### src/design/i2p_pkg.sv
package i2p_pkg;

   // Input token kinds.
   localparam logic [3:0] KIND_OPERAND  = 4'd0;
   localparam logic [3:0] KIND_PLUS     = 4'd1;
   localparam logic [3:0] KIND_INTEGRAL = 4'd6;
   localparam logic [3:0] KIND_OPEN     = 4'd7;
   localparam logic [3:0] KIND_CLOSE    = 4'd8;

   // Operator codes as kept on the stack and sent on the result channel.
   localparam logic [2:0] CODE_OPERAND    = 3'd0;
   localparam logic [2:0] CODE_PLUS       = 3'd1;
   localparam logic [2:0] CODE_MINUS      = 3'd2;
   localparam logic [2:0] CODE_TIMES      = 3'd3;
   localparam logic [2:0] CODE_DIVIDE     = 3'd4;
   localparam logic [2:0] CODE_DERIVATIVE = 3'd5;
   localparam logic [2:0] CODE_INTEGRAL   = 3'd6;
   localparam logic [2:0] CODE_OPEN       = 3'd7;
   localparam logic [2:0] CODE_NONE       = 3'd7;

   // Status codes carried by the final result.
   localparam logic [1:0] STATUS_OK        = 2'd0;
   localparam logic [1:0] STATUS_UNMATCHED = 2'd1;
   localparam logic [1:0] STATUS_UNCLOSED  = 2'd2;
   localparam logic [1:0] STATUS_OVERFLOW  = 2'd3;

   // One result item.
   typedef struct packed {
      logic [2:0]  kind;
      logic [15:0] value;
      logic        end_of_run;
      logic [1:0]  status;
   } result_type;

   // Command from the sequencer to the output stage.
   typedef struct packed {
      logic       valid;
      logic       finish;
      logic       mark_end;
      result_type item;
   } emit_cmd_type;

   // Operator priority; an open parenthesis ranks below every operator.
   function automatic logic [1:0] prio_of(logic [2:0] code);
      logic [1:0] prio;
      unique case (code)
         CODE_PLUS, CODE_MINUS:           prio = 2'd1;
         CODE_TIMES, CODE_DIVIDE:         prio = 2'd2;
         CODE_DERIVATIVE, CODE_INTEGRAL:  prio = 2'd3;
         default:                         prio = 2'd0;
      endcase
      return prio;
   endfunction

endpackage

### src/design/i2p_if.sv
// Token request channel.
interface i2p_req_if;
   logic        valid;
   logic        ready;
   logic [3:0]  token_kind;
   logic [15:0] operand_value;
   logic        last_token;

   modport source (output valid, token_kind, operand_value, last_token, input ready);
   modport sink (input valid, token_kind, operand_value, last_token, output ready);
endinterface

// Postfix result channel.
interface i2p_rsp_if;
   logic        valid;
   logic        ready;
   logic [2:0]  out_kind;
   logic [15:0] out_value;
   logic        end_of_run;
   logic [1:0]  status_code;

   modport source (output valid, out_kind, out_value, end_of_run, status_code, input ready);
   modport sink (input valid, out_kind, out_value, end_of_run, status_code, output ready);
endinterface

### src/design/i2p_emit.sv
// Output stage: a hold slot for the newest result and an output register.
// The newest result waits in the hold slot until it is known whether it ends the run.
module i2p_emit (
   input  logic                 clock,
   input  logic                 reset,
   input  i2p_pkg::emit_cmd_type cmd,
   output logic                 cmd_ready,
   i2p_rsp_if.source            rsp_chan
);

   logic                 hold_valid_ff, hold_valid_in;
   i2p_pkg::result_type  hold_ff, hold_in;
   logic                 out_valid_ff, out_valid_in;
   i2p_pkg::result_type  out_ff, out_in;
   logic                 out_free;
   logic                 out_load;

   assign out_free  = !out_valid_ff || rsp_chan.ready;
   assign cmd_ready = !hold_valid_ff || out_free;

   // Move the held result out when a newer one arrives or when it is final.
   always_comb begin
      hold_valid_in = hold_valid_ff;
      hold_in       = hold_ff;
      out_load      = 1'b0;
      if (cmd.valid && cmd_ready) begin
         if (cmd.finish && cmd.mark_end) begin
            hold_in.end_of_run = 1'b1;
         end else begin
            out_load      = hold_valid_ff;
            hold_in       = cmd.item;
            hold_valid_in = 1'b1;
         end
      end else if (hold_valid_ff && hold_ff.end_of_run && out_free) begin
         out_load      = 1'b1;
         hold_valid_in = 1'b0;
      end
      out_valid_in = out_load ? 1'b1 : (rsp_chan.ready ? 1'b0 : out_valid_ff);
      out_in       = out_load ? hold_ff : out_ff;
   end

   always_ff @(posedge clock) begin
      if (reset) begin
         hold_valid_ff <= 1'b0;
         out_valid_ff  <= 1'b0;
      end else begin
         hold_valid_ff <= hold_valid_in;
         out_valid_ff  <= out_valid_in;
      end
      hold_ff <= hold_in;
      out_ff  <= out_in;
   end

   assign rsp_chan.valid       = out_valid_ff;
   assign rsp_chan.out_kind    = out_ff.kind;
   assign rsp_chan.out_value   = out_ff.value;
   assign rsp_chan.end_of_run  = out_ff.end_of_run;
   assign rsp_chan.status_code = out_ff.status;

endmodule

### src/design/infix_to_postfix_converter.sv
// Output order: a result waits in a one-entry hold stage until the next result of its expression
// displaces it onto the port; the final result passes from the hold stage to the output register.
// Tokens are taken one at a time. An operator pops each stacked entry of equal or higher priority
// and is then pushed; a close pops operators down to its open parenthesis; the last token of an
// error-free run then flushes every stacked entry. A stalled output holds the sequencer.
// Reset (synchronous, active high) clears the stack count, depth, error and handshakes.
module infix_to_postfix_converter #(
   parameter int STACK_DEPTH = 32
) (
   input  logic       clock,
   input  logic       reset,
   i2p_req_if.sink    req_chan,
   i2p_rsp_if.source  rsp_chan
);

   localparam int CW = $clog2(STACK_DEPTH + 1);
   localparam int AW = $clog2(STACK_DEPTH);
   localparam logic [CW-1:0] FULL_COUNT = CW'(STACK_DEPTH);
   localparam logic [CW-1:0] ONE        = CW'(1);
   localparam logic [CW-1:0] TWO        = CW'(2);

   typedef enum logic [7:0] {
      ST_IDLE      = 8'b0000_0001,
      ST_DECODE    = 8'b0000_0010,
      ST_POP_CHK   = 8'b0000_0100,
      ST_AFTER_POP = 8'b0000_1000,
      ST_END_TOK   = 8'b0001_0000,
      ST_FLUSH     = 8'b0010_0000,
      ST_FLUSH_CHK = 8'b0100_0000,
      ST_FINISH    = 8'b1000_0000
   } state_type;

   state_type    state_ff, state_in;
   logic [3:0]   kind_ff, kind_in;
   logic [15:0]  value_ff, value_in;
   logic         last_ff, last_in;
   logic         emitted_ff, emitted_in;
   logic [CW-1:0] count_ff, count_in;
   logic [CW-1:0] depth_ff, depth_in;
   logic [1:0]   err_ff, err_in;

   // Operator stack, one read and one write port, registered read data.
   logic [2:0]   stack_mem [STACK_DEPTH];
   logic [2:0]   rd_data_ff;
   logic         rd_en;
   logic [AW-1:0] rd_addr;
   logic         wr_en;
   logic [AW-1:0] wr_addr;
   logic [2:0]   wr_data;

   i2p_pkg::emit_cmd_type cmd;
   logic         cmd_ready;

   logic [1:0]   tok_prio;
   logic [1:0]   top_prio;
   logic         is_close;
   logic         is_operator;
   logic [CW-1:0] count_dec;
   logic [CW-1:0] count_dec2;

   assign tok_prio    = i2p_pkg::prio_of(kind_ff[2:0]);
   assign top_prio    = i2p_pkg::prio_of(rd_data_ff);
   assign is_close    = (kind_ff == i2p_pkg::KIND_CLOSE);
   assign is_operator = (kind_ff >= i2p_pkg::KIND_PLUS) && (kind_ff <= i2p_pkg::KIND_INTEGRAL);
   assign count_dec   = count_ff - ONE;
   assign count_dec2  = count_ff - TWO;

   assign req_chan.ready = (state_ff == ST_IDLE);

   // Stack memory. A push and a read never come in the same cycle, so no entry is
   // read in the cycle it is written.
   always_ff @(posedge clock) begin
      if (wr_en) begin
         stack_mem[wr_addr] <= wr_data;
      end
      if (rd_en) begin
         rd_data_ff <= stack_mem[rd_addr];
      end
   end

   // Token sequencer.
   always_comb begin
      state_in   = state_ff;
      kind_in    = kind_ff;
      value_in   = value_ff;
      last_in    = last_ff;
      emitted_in = emitted_ff;
      count_in   = count_ff;
      depth_in   = depth_ff;
      err_in     = err_ff;
      rd_en      = 1'b0;
      rd_addr    = count_dec[AW-1:0];
      wr_en      = 1'b0;
      wr_addr    = count_ff[AW-1:0];
      wr_data    = i2p_pkg::CODE_OPEN;
      cmd        = '0;

      unique case (state_ff)
         ST_IDLE: begin
            if (req_chan.valid) begin
               kind_in    = req_chan.token_kind;
               value_in   = req_chan.operand_value;
               last_in    = req_chan.last_token;
               emitted_in = 1'b0;
               state_in   = ST_DECODE;
            end
         end

         ST_DECODE: begin
            if (err_ff != i2p_pkg::STATUS_OK) begin
               state_in = ST_END_TOK;
            end else if (kind_ff == i2p_pkg::KIND_OPERAND) begin
               cmd.valid      = 1'b1;
               cmd.item.kind  = i2p_pkg::CODE_OPERAND;
               cmd.item.value = value_ff;
               if (cmd_ready) begin
                  emitted_in = 1'b1;
                  state_in   = ST_END_TOK;
               end
            end else if (is_operator || is_close) begin
               if (is_close && depth_ff == '0) begin
                  err_in   = i2p_pkg::STATUS_UNMATCHED;
                  state_in = ST_END_TOK;
               end else if (count_ff != '0) begin
                  rd_en    = 1'b1;
                  state_in = ST_POP_CHK;
               end else begin
                  state_in = ST_AFTER_POP;
               end
            end else if (kind_ff == i2p_pkg::KIND_OPEN) begin
               if (count_ff >= FULL_COUNT) begin
                  err_in = i2p_pkg::STATUS_OVERFLOW;
               end else begin
                  wr_en    = 1'b1;
                  count_in = count_ff + ONE;
                  depth_in = depth_ff + ONE;
               end
               state_in = ST_END_TOK;
            end else begin
               state_in = ST_END_TOK;
            end
         end

         // Top of stack is in rd_data_ff: pop it or stop.
         ST_POP_CHK: begin
            if (is_close && rd_data_ff == i2p_pkg::CODE_OPEN) begin
               count_in = count_dec;
               state_in = ST_AFTER_POP;
            end else if (is_close || top_prio >= tok_prio) begin
               cmd.valid     = 1'b1;
               cmd.item.kind = rd_data_ff;
               if (cmd_ready) begin
                  emitted_in = 1'b1;
                  count_in   = count_dec;
                  if (count_dec != '0) begin
                     rd_en   = 1'b1;
                     rd_addr = count_dec2[AW-1:0];
                  end else begin
                     state_in = ST_AFTER_POP;
                  end
               end
            end else begin
               state_in = ST_AFTER_POP;
            end
         end

         // Close the parenthesis level, or push the new operator (overflow error if the stack is full).
         ST_AFTER_POP: begin
            if (is_close) begin
               depth_in = depth_ff - ONE;
            end else if (count_ff >= FULL_COUNT) begin
               err_in = i2p_pkg::STATUS_OVERFLOW;
            end else begin
               wr_en    = 1'b1;
               wr_data  = kind_ff[2:0];
               count_in = count_ff + ONE;
            end
            state_in = ST_END_TOK;
         end

         ST_END_TOK: begin
            if (!last_ff) begin
               state_in = ST_IDLE;
            end else if (err_ff == i2p_pkg::STATUS_OK && depth_ff != '0) begin
               err_in   = i2p_pkg::STATUS_UNCLOSED;
               state_in = ST_FINISH;
            end else if (err_ff == i2p_pkg::STATUS_OK) begin
               state_in = ST_FLUSH;
            end else begin
               state_in = ST_FINISH;
            end
         end

         ST_FLUSH: begin
            if (count_ff != '0) begin
               rd_en    = 1'b1;
               state_in = ST_FLUSH_CHK;
            end else begin
               state_in = ST_FINISH;
            end
         end

         // Flush pops every entry; open parentheses are dropped silently.
         ST_FLUSH_CHK: begin
            if (rd_data_ff != i2p_pkg::CODE_OPEN) begin
               cmd.valid     = 1'b1;
               cmd.item.kind = rd_data_ff;
            end
            if (rd_data_ff == i2p_pkg::CODE_OPEN || cmd_ready) begin
               if (rd_data_ff != i2p_pkg::CODE_OPEN) begin
                  emitted_in = 1'b1;
               end
               count_in = count_dec;
               if (count_dec != '0) begin
                  rd_en   = 1'b1;
                  rd_addr = count_dec2[AW-1:0];
               end else begin
                  state_in = ST_FINISH;
               end
            end
         end

         // Mark the last result as final, or send a status record.
         ST_FINISH: begin
            cmd.valid           = 1'b1;
            cmd.finish          = 1'b1;
            cmd.mark_end        = emitted_ff && (err_ff == i2p_pkg::STATUS_OK);
            cmd.item.kind       = i2p_pkg::CODE_NONE;
            cmd.item.end_of_run = 1'b1;
            cmd.item.status     = err_ff;
            if (cmd_ready) begin
               count_in = '0;
               depth_in = '0;
               err_in   = i2p_pkg::STATUS_OK;
               state_in = ST_IDLE;
            end
         end

         default: begin
            state_in = ST_IDLE;
         end
      endcase
   end

   always_ff @(posedge clock) begin
      if (reset) begin
         state_ff <= ST_IDLE;
         count_ff <= '0;
         depth_ff <= '0;
         err_ff   <= i2p_pkg::STATUS_OK;
      end else begin
         state_ff <= state_in;
         count_ff <= count_in;
         depth_ff <= depth_in;
         err_ff   <= err_in;
      end
      kind_ff    <= kind_in;
      value_ff   <= value_in;
      last_ff    <= last_in;
      emitted_ff <= emitted_in;
   end

   // Output stage.
   i2p_emit u_emit (
      .clock     (clock),
      .reset     (reset),
      .cmd       (cmd),
      .cmd_ready (cmd_ready),
      .rsp_chan  (rsp_chan)
   );

endmodule

### src/flat_wrapper.sv
// flat-port wrapper written by rule: the top's interface ports become plain ports
module infix_to_postfix_converter_flat 
#(
   parameter int STACK_DEPTH = 32
)
  (clock, reset, req_chan_valid, req_chan_token_kind, req_chan_operand_value, req_chan_last_token, req_chan_ready, rsp_chan_valid, rsp_chan_out_kind, rsp_chan_out_value, rsp_chan_end_of_run, rsp_chan_status_code, rsp_chan_ready);
  i2p_req_if req_chan_i ();
  i2p_rsp_if rsp_chan_i ();
  input  logic clock;
  input  logic reset;
  input wire logic [$bits(req_chan_i.valid)-1:0] req_chan_valid;
  input wire logic [$bits(req_chan_i.token_kind)-1:0] req_chan_token_kind;
  input wire logic [$bits(req_chan_i.operand_value)-1:0] req_chan_operand_value;
  input wire logic [$bits(req_chan_i.last_token)-1:0] req_chan_last_token;
  output wire logic [$bits(req_chan_i.ready)-1:0] req_chan_ready;
  output wire logic [$bits(rsp_chan_i.valid)-1:0] rsp_chan_valid;
  output wire logic [$bits(rsp_chan_i.out_kind)-1:0] rsp_chan_out_kind;
  output wire logic [$bits(rsp_chan_i.out_value)-1:0] rsp_chan_out_value;
  output wire logic [$bits(rsp_chan_i.end_of_run)-1:0] rsp_chan_end_of_run;
  output wire logic [$bits(rsp_chan_i.status_code)-1:0] rsp_chan_status_code;
  input wire logic [$bits(rsp_chan_i.ready)-1:0] rsp_chan_ready;
  assign req_chan_i.valid = req_chan_valid;
  assign req_chan_i.token_kind = req_chan_token_kind;
  assign req_chan_i.operand_value = req_chan_operand_value;
  assign req_chan_i.last_token = req_chan_last_token;
  assign req_chan_ready = req_chan_i.ready;
  assign rsp_chan_valid = rsp_chan_i.valid;
  assign rsp_chan_out_kind = rsp_chan_i.out_kind;
  assign rsp_chan_out_value = rsp_chan_i.out_value;
  assign rsp_chan_end_of_run = rsp_chan_i.end_of_run;
  assign rsp_chan_status_code = rsp_chan_i.status_code;
  assign rsp_chan_i.ready = rsp_chan_ready;
  infix_to_postfix_converter #(.STACK_DEPTH(STACK_DEPTH)) u_core (.clock(clock), .reset(reset), .req_chan(req_chan_i), .rsp_chan(rsp_chan_i));
endmodule
### config.mk
export PLATFORM = sky130hd
export DESIGN_NAME = infix_to_postfix_converter_flat
export DESIGN_NICKNAME = d
export VERILOG_FILES = /design/src/design/i2p_pkg.sv /design/src/design/i2p_if.sv /design/src/design/i2p_emit.sv /design/src/design/infix_to_postfix_converter.sv /design/src/flat_wrapper.sv
export SDC_FILE = /design/constraint.sdc
export NUM_CORES = 1
export LEC_CHECK = 0
export ABC_AREA = 0
export BUFFER_PORTS_ARGS = -buffer_cell sky130_fd_sc_hd__buf_4
export CORE_MARGIN = 2
export CORE_UTILIZATION = 55
export CTS_BUF_LIST = sky130_fd_sc_hd__clkbuf_2
export CTS_CLUSTER_DIAMETER = 150
export DETAILED_ROUTE_END_ITERATION = 10
export PLACE_DENSITY = 0.79
export SYNTH_ARGS = -nofsm -noshare
export SYNTH_HDL_FRONTEND = slang
export SYNTH_SLANG_ARGS = --single-unit
export TNS_END_PERCENT = 20
### constraint.sdc
create_clock -name clock -period 7.15 [get_ports clock]
set_input_delay 1.7875 -clock clock [delete_from_list [all_inputs] [get_ports clock]]
set_output_delay 1.7875 -clock clock [all_outputs]
set_load 0.03 [all_outputs]
==> results of run 1 <==
-- routing by layer --
metal / share of wire [%] / up-vias
met5: 0 / -
met4: 3.4 / 0
met3: 7.1 / 64
met2: 49 / 268
met1: 40 / 2671
li1: - / 2557
-- through the flow --
step	setup slack, ns	cell area [um2]
final	2.28	9310
after global routing	1.89	9310
after CTS	2.33	9310
after detailed placement	1.82	9030
after global placement	1.95	9030
after floorplan	2.97	8520
-- placed cells by master (no fill, tap or decap), types with 4 or more instances in the layout --
| cell type | n |
|---|---|
| a22oi_1 | 9 |
| dfxtp_1 | 24 |
| nand2_1 | 45 |
| o22a_1 | 14 |
| nand4_1 | 10 |
| inv_8 | 5 |
| clkinv_8 | 4 |
| edfxtp_1 | 165 |
| mux2i_1 | 14 |
| nor2b_1 | 4 |
| mux2_1 | 7 |
| ha_1 | 22 |
| nor3_1 | 13 |
| buf_4 | 51 |
| o21bai_1 | 4 |
| nand3_1 | 13 |
| nor2_1 | 71 |
| a21oi_1 | 21 |
| or3_1 | 4 |
| o21ai_0 | 17 |
| clkbuf_2 | 17 |
| a211oi_1 | 5 |
| nand2b_1 | 9 |
| inv_1 | 19 |
| o2111ai_1 | 12 |
| and3_1 | 18 |
| xnor2_1 | 5 |
| mux2_2 | 31 |
| a31oi_1 | 4 |
| and2_1 | 7 |
-- kinds of logic (layout without fill, tap and decap cells) --
family / count (synthesis) / after routing / synth area share, %
AO/OA/AOI/OAI: 111 / 111 / 9.16
XOR/XNOR: 7 / 7 / 0.720
adder cells (fa/ha/maj): 23 / 23 / 3.47
buffers and inverters: 49 / 104 / 2.54
flip-flops: 189 / 189 / 63.8
multiplexers: 52 / 52 / 6.67
other: 0 / 1 / 0
AND/OR/NAND/NOR: 222 / 222 / 13.6
-- synthesized netlist by cell type, types with 3 or more instances --
| cell type | n |
|---|---|
| edfxtp_1 | 165 |
| nor2_1 | 71 |
| nand2_1 | 45 |
| mux2_2 | 31 |
| dfxtp_1 | 24 |
| ha_1 | 22 |
| a21oi_1 | 21 |
| inv_1 | 19 |
| and3_1 | 18 |
| o21ai_0 | 17 |
| clkbuf_1 | 16 |
| mux2i_1 | 14 |
| o22a_1 | 14 |
| nand3_1 | 13 |
| nor3_1 | 13 |
| o2111ai_1 | 12 |
| nand4_1 | 10 |
| a22oi_1 | 9 |
| nand2b_1 | 9 |
| and2_1 | 7 |
| buf_2 | 7 |
| mux2_1 | 7 |
| a211oi_1 | 5 |
| a31oi_1 | 5 |
| xnor2_1 | 5 |
| nor2b_1 | 4 |
| o21bai_1 | 4 |
| or3_1 | 4 |
| nand3b_1 | 3 |
| o21ai_2 | 3 |
| o221ai_1 | 3 |
| or3b_2 | 3 |
| or4_1 | 3 |
-- final timing paths --
| check | cells past startpoint | slack (ns) | startpoint | to |
|---|---|---|---|---|
| worst max-delay path | 13 | 2.28 | u_core.rd_data_ff[0]$_DFFE_PP_ | u_core.u_emit.rsp_chan.out_kind[1]$_DFFE_PP_ |
| worst min-delay path | 0 | 0.46 | u_core.u_emit.hold_ff[1]$_SDFFCE_PN0P_ | u_core.u_emit.rsp_chan.status_code[1]$_DFFE_PP_ |
| worst max register to register | 13 | 2.28 | u_core.rd_data_ff[0]$_DFFE_PP_ | u_core.u_emit.rsp_chan.out_kind[1]$_DFFE_PP_ |
| worst min register to register | 0 | 0.46 | u_core.u_emit.hold_ff[1]$_SDFFCE_PN0P_ | u_core.u_emit.rsp_chan.status_code[1]$_DFFE_PP_ |
-- critical path: stages, from the launching register on --
cell,delay (ns)
edfxtp_1,0.52
inv_1,0.11
ha_1,0.21
nor3_1,0.24
a21oi_1,0.12
ha_1,0.29
a211oi_1,0.12
o21bai_1,0.23
nor4_1,0.41
a211o_1,0.21
a21oi_1,0.13
a311oi_4,1.07
o21ai_1,0.22
inv_1,0.68
-- power by group --
part | leakage (nW) | internal (W) | total (W) | switching (W)
registers | 1.98 | 0.00124 | 0.00127 | 0.0000290
clock network | 0.160 | 0.000155 | 0.000561 | 0.000406
logic | 1.41 | 0.000167 | 0.000434 | 0.000267
-- flip-flops by register name, summed over array words and instances (netlist names) --
| signal | cells |
|---|---|
| u_core.count_ff | 6 |
| u_core.u_emit.rsp_chan.valid | 1 |
| u_core.state_ff | 8 |
| u_core.u_emit.rsp_chan.status_code | 2 |
| u_core.u_emit.rsp_chan.out_kind | 3 |
| u_core.last_ff | 1 |
| u_core.u_emit.hold_valid_ff | 1 |
| u_core.stack_mem | 96 |
| u_core.kind_ff | 4 |
| u_core.err_ff | 2 |
| u_core.rd_data_ff | 3 |
| u_core.u_emit.rsp_chan.out_value | 16 |
| u_core.emitted_ff | 1 |
| u_core.u_emit.rsp_chan.end_of_run | 1 |
| u_core.value_ff | 16 |
| u_core.depth_ff | 6 |
| u_core.u_emit.hold_ff | 22 |
-- cell type report --
class                           count  area [um2]  area share [%]
Sequential cell                   189        5440            58.4
Clock inverter                     15         194            2.08
Multi-Input combinational cell    415        2890            31.1
Inverter                           21        80.1           0.860
Tap cell                          188         235            2.53
Clock buffer                       17        85.1           0.914
Antenna cell                        1        2.50          0.0269
Timing Repair Buffer               51         383            4.11
==> impl_metrics.csv, run 1 <==
group,metric,value,unit
outcome,outcome,"finished clean",
synth,synth_ff_type,"edfxtp_1",
grt,overflow,0,
synth,synth_area,0.00852,mm2
synth,yosysWarningCount,0,
setup_path,worstPathMaxFanout,23,
sta,post-route-period-util,68.1,%
cts,cts_hold_buf,0,
sta,hold_slack,0.463,ns
layout,final_nets,743,
floorplan,die_width,128,um
grt,grt_max_degree,33,
sta,clock_skew,0.0383,ns
setup_path,required,7.60,ns
synth,avgSynthCellArea,13.0,um2
cts,clock_sinks,189,
hold_path,hold_class,"flop to flop",
floorplan,rows,45,
sta,worst_pin_slew,1.25,ns
synth,syn_inst,653,
cts,tritoncts,"yes",
grt,grt.busiest_layer,"met2",
grt,antenna_found_initial,1,
cts,cts_setup_buffers,0,
sta,hold_viol,0,
setup_path,cp.arrival,5.32,ns
power_and_ir_drop,peakVddDrop,0.183,mV
synth,ys_ff_latch,189,
layout,fillers,1117,
layout,fin_cells,897,
sta,relSlewSlack,16.7,%
synth,synth-edff-count,165,
detailed_routing,wl_per_cell,19.3,um
layout,areaGrowthSynthToFinish,9.27,%
synth,synth_top_area_share,58.2,%
grt,grt_pass1_wl,27.5,mm
detailed_routing,first_iter_violations,531,
cts,cts_resized,0,
floorplan,design.core.area,0.0151,mm2
detailed_routing,vias,5560,
placement,dp.final_hpwl,11.8,mm
cts,htreeDepth,4,
placement,numPortBuffers,48,
detailed_routing,dr.pass1.iters,8,
grt,grt_pass1_vias,5519,
detailed_routing,viasPerCell,6.20,
sta,post-route-min-period,4.87,ns
layout,layout-drive-gt1-share,18.9,%
synth,synth_top_area_cell,"edfxtp_1",
setup_path,cp-end-kind,"flop",
cts,clock_latency,0.79,ns
floorplan,die_area,0.0165,mm2
placement,gp_congestion,0.930,
synth,synth_area_leaders,"edfxtp_1 (58%), dfxtp_1 (5.6%), mux2_2 (4.1%)",
power_and_ir_drop,power_density,243,mW/mm2
grt,met2_usage,36.3,%
synth,ys_seq_area_share,63.8,%
power_and_ir_drop,p_leak,3.55,nW
grt,grtUsageMet3,4.74,%
cts,numCtsBuffers,17,
synth,ys_types,68,
detailed_routing,ant_nets,0,
cts,clock-root-buffer,"clkbuf_2",
floorplan,fp.dieH,128,um
sta,finalSetupViolCount,0,
setup_path,cp-start-kind,"flop",
power_and_ir_drop,power,0.00226,W
grt,grt_use_total,22.0,%
floorplan,initial_core_util,56.2,%
sta,grt_setup_unrepaired,"false",
sta,fin_setup_tns,0,ns
sta,max_clock_freq,0.205,GHz
layout,finalCoreUtilization,61.5,%
grt,gr-usage-met1,27.6,%
synth,synth_async_sr_flop_share,0,%
floorplan,io_pins,49,
cts,clockBufferDepth,2,
setup_path,worstSetupPathType,"flop to flop",
placement,placedCellCount,864,
cts,path_clk_slew,0.29,ns
detailed_routing,drc_errors,0,
detailed_routing,wl,17.3,mm
flow_run,cap_violations,0,
synth,syn-num-nets,701,
sta,slew_violations,0,
Power figures use the tool's default switching activity.
==> run 2, diff against run 1 <==
==> constraint.sdc (replaced) <==
create_clock -name clock -period 4.8 [get_ports clock]
set_input_delay 1.2 -clock clock [delete_from_list [all_inputs] [get_ports clock]]
set_output_delay 1.2 -clock clock [all_outputs]
set_load 0.03 [all_outputs]
==> run 2 against run 1 <==
- flip-flop and latch count unchanged
- combinational power increased by 56%
- power increased by 49%
- via count decreased by 1.7%
- hold slack got worse by 0.0071 ns
- clock skew decreased by 0.0089 ns
- clock-buffer cell count unchanged
- die area unchanged
- final cell count increased by 0.45%
- largest power group unchanged
==> impl_metrics.csv, run 2 (synthesis results as in run 1) <==
group,metric,value,unit
layout,fillers,1121,
layout,areaGrowthSynthToFinish,9.75,%
cts,cts_resized,0,
layout,fin_cells,901,
grt,antenna_found_initial,1,
layout,layout_common_cells,"edfxtp_1 (165), nor2_1 (71), buf_4 (54)",
power_and_ir_drop,power_density,362,mW/mm2
setup_path,cp-start-kind,"flop",
grt,grt.busiest_layer,"met2",
hold_path,min_from,"u_core.u_emit.hold_ff[20]$_DFFE_PP_",
setup_path,worstPathMaxFanout,23,
grt,met2_usage,37.4,%
hold_path,hold_class,"flop to flop",
sta,hold_slack,0.456,ns
setup_path,regToRegSetupSlack,0.42,ns
detailed_routing,ant_nets,0,
floorplan,io_pins,49,
grt,gr-usage-met1,27.5,%
sta,clock_skew,0.0294,ns
layout,regMostFlops,"u_core.stack_mem",
cts,htreeDepth,4,
sta,post-route-period-util,91.2,%
grt,overflow,0,
sta,max_clock_freq,0.228,GHz
layout,final_common_cell,"edfxtp_1",
setup_path,r2r_cells,15,
setup_path,reg2reg_from,"u_core.kind_ff[0]$_DFFE_PP_",
placement,placedCellCount,868,
layout,largest_reg_flops,96,
detailed_routing,drc_errors,0,
cts,tritoncts,"yes",
sta,grt_setup_unrepaired,"false",
detailed_routing,viasPerCell,6.06,
detailed_routing,vias,5463,
setup_path,required,5.31,ns
detailed_routing,first_iter_violations,473,
cts,clock-root-buffer,"clkbuf_2",
sta,slew_violations,0,
sta,hold_viol,0,
cts,numCtsBuffers,17,
power_and_ir_drop,p_leak,3.57,nW
placement,dp.final_hpwl,12.1,mm
cts,clockBufferDepth,2,
hold_path,hold_depth,0,
grt,grt_pass1_vias,5467,
setup_path,cp-end-kind,"flop",
placement,gp_congestion,0.931,
power_and_ir_drop,peakVddDrop,0.212,mV
floorplan,rows,45,
detailed_routing,wl,17.4,mm
sta,worst_pin_slew,1.24,ns
placement,numPortBuffers,48,
layout,final_nets,747,
outcome,outcome,"finished clean",
cts,clock_sinks,189,
layout,reg_top3,"u_core.stack_mem x96, u_core.u_emit.hold_ff x22",
cts,clock_latency,0.80,ns
sta,finalSetupViolCount,0,
cts,path_clk_slew,0.31,ns
floorplan,initial_core_util,56.2,%
detailed_routing,wl_per_cell,19.3,um
flow_run,cap_violations,0,
setup_path,timing.rr.end,"u_core.u_emit.rsp_chan.out_kind[0]$_DFFE_PP_",
grt,grt_max_degree,49,
grt,grt_pass1_wl,27.5,mm
floorplan,die_width,128,um
floorplan,design.core.area,0.0151,mm2
detailed_routing,dr.pass1.iters,5,
layout,layout-drive-gt1-share,19.4,%
grt,grtUsageMet3,4.66,%
setup_path,cp.arrival,4.89,ns
grt,grt_use_total,22.0,%
layout,finalCoreUtilization,61.7,%
sta,fin_setup_tns,0,ns
sta,post-route-min-period,4.38,ns
cts,cts_setup_buffers,0,
floorplan,die_area,0.0165,mm2
floorplan,fp.dieH,128,um
sta,relSlewSlack,17.1,%
setup_path,worstSetupPathType,"flop to flop",
hold_path,holdPathEnd,"u_core.u_emit.rsp_chan.out_kind[1]$_DFFE_PP_",
cts,cts_hold_buf,0,
## run 2: cell types whose count changed in the layout (fill, tap and decap cells not counted), sizes merged
cell,previous run,this run
buf,51,55
bufinv,1,0
clkinv,6,7
## run 2: through the flow
step           area, um2  power, W  worst slack (ns)
6_report            9350   0.00338             0.421
2_1_floorplan       8520   0.00240             0.654
4_1_cts             9350   0.00340             0.479
3_3_place_gp        9070   0.00257             0.696
5_1_grt             9350   0.00352            0.0633
3_5_place_dp        9070   0.00259             0.529
## run 2: worst max-delay path, cell delays in order (launching register included)
cell and delay, ns:
edfxtp_1 0.51, inv_1 0.14, ha_1 0.24, nor3_1 0.08, nand2_1 0.06, o21ai_0 0.09, ha_1 0.29, a211oi_1 0.13
o21bai_1 0.22, nor4_1 0.35, a211o_1 0.20, a21oi_1 0.12, a311oi_4 1.05, o21ai_1 0.21, inv_1 0.10, buf_4 0.29
## run 2: worst max path at each step
stage                                      from                                             to  slack [ns]  cells after the start
floorplan           u_core.kind_ff[1]$_DFFE_PP_    u_core.u_emit.rsp_chan.end_of_run$_DFFE_PP_        0.65                     14
global placement                 rsp_chan_ready                 u_core.rd_data_ff[0]$_DFFE_PP_        0.70                     11
detailed placement  u_core.kind_ff[0]$_DFFE_PP_  u_core.u_emit.rsp_chan.out_value[2]$_DFFE_PP_        0.53                     15
CTS                 u_core.kind_ff[0]$_DFFE_PP_   u_core.u_emit.rsp_chan.out_kind[0]$_DFFE_PP_        0.48                     15
global route        u_core.kind_ff[1]$_DFFE_PP_   u_core.u_emit.rsp_chan.out_kind[0]$_DFFE_PP_        0.06                     15
finish              u_core.kind_ff[0]$_DFFE_PP_   u_core.u_emit.rsp_chan.out_kind[0]$_DFFE_PP_        0.42                     15
## run 2: report_power, final
| part | internal, W | total, W | switching, W |
|---|---|---|---|
| sequential | 0.00184 | 0.00189 | 0.0000460 |
| combinational | 0.000261 | 0.000675 | 0.000414 |
| clock | 0.000191 | 0.000817 | 0.000626 |
| total | 0.00230 | 0.00338 | 0.00109 |
## run 2: metal layers
| metal | share of wire, % | wire length, um |
|---|---|---|
| met5 | 0 | 0 |
| met4 | 2.7 | 462 |
| met3 | 5.9 | 1020 |
| met2 | 49 | 8580 |
| met1 | 42 | 7310 |
## run 2: area by class of cell
class                      count  area (um2)  share of cell area, %
inverter                      21        80.1                  0.856
sequential                   189        5440                   58.1
clock inverter                15         193                   2.06
timing repair buffer          55         425                   4.55
multi-input combinational    415        2890                   31.0
clock buffer                  17        85.1                  0.910
tap                          188         235                   2.52
antenna                        1        2.50                 0.0268
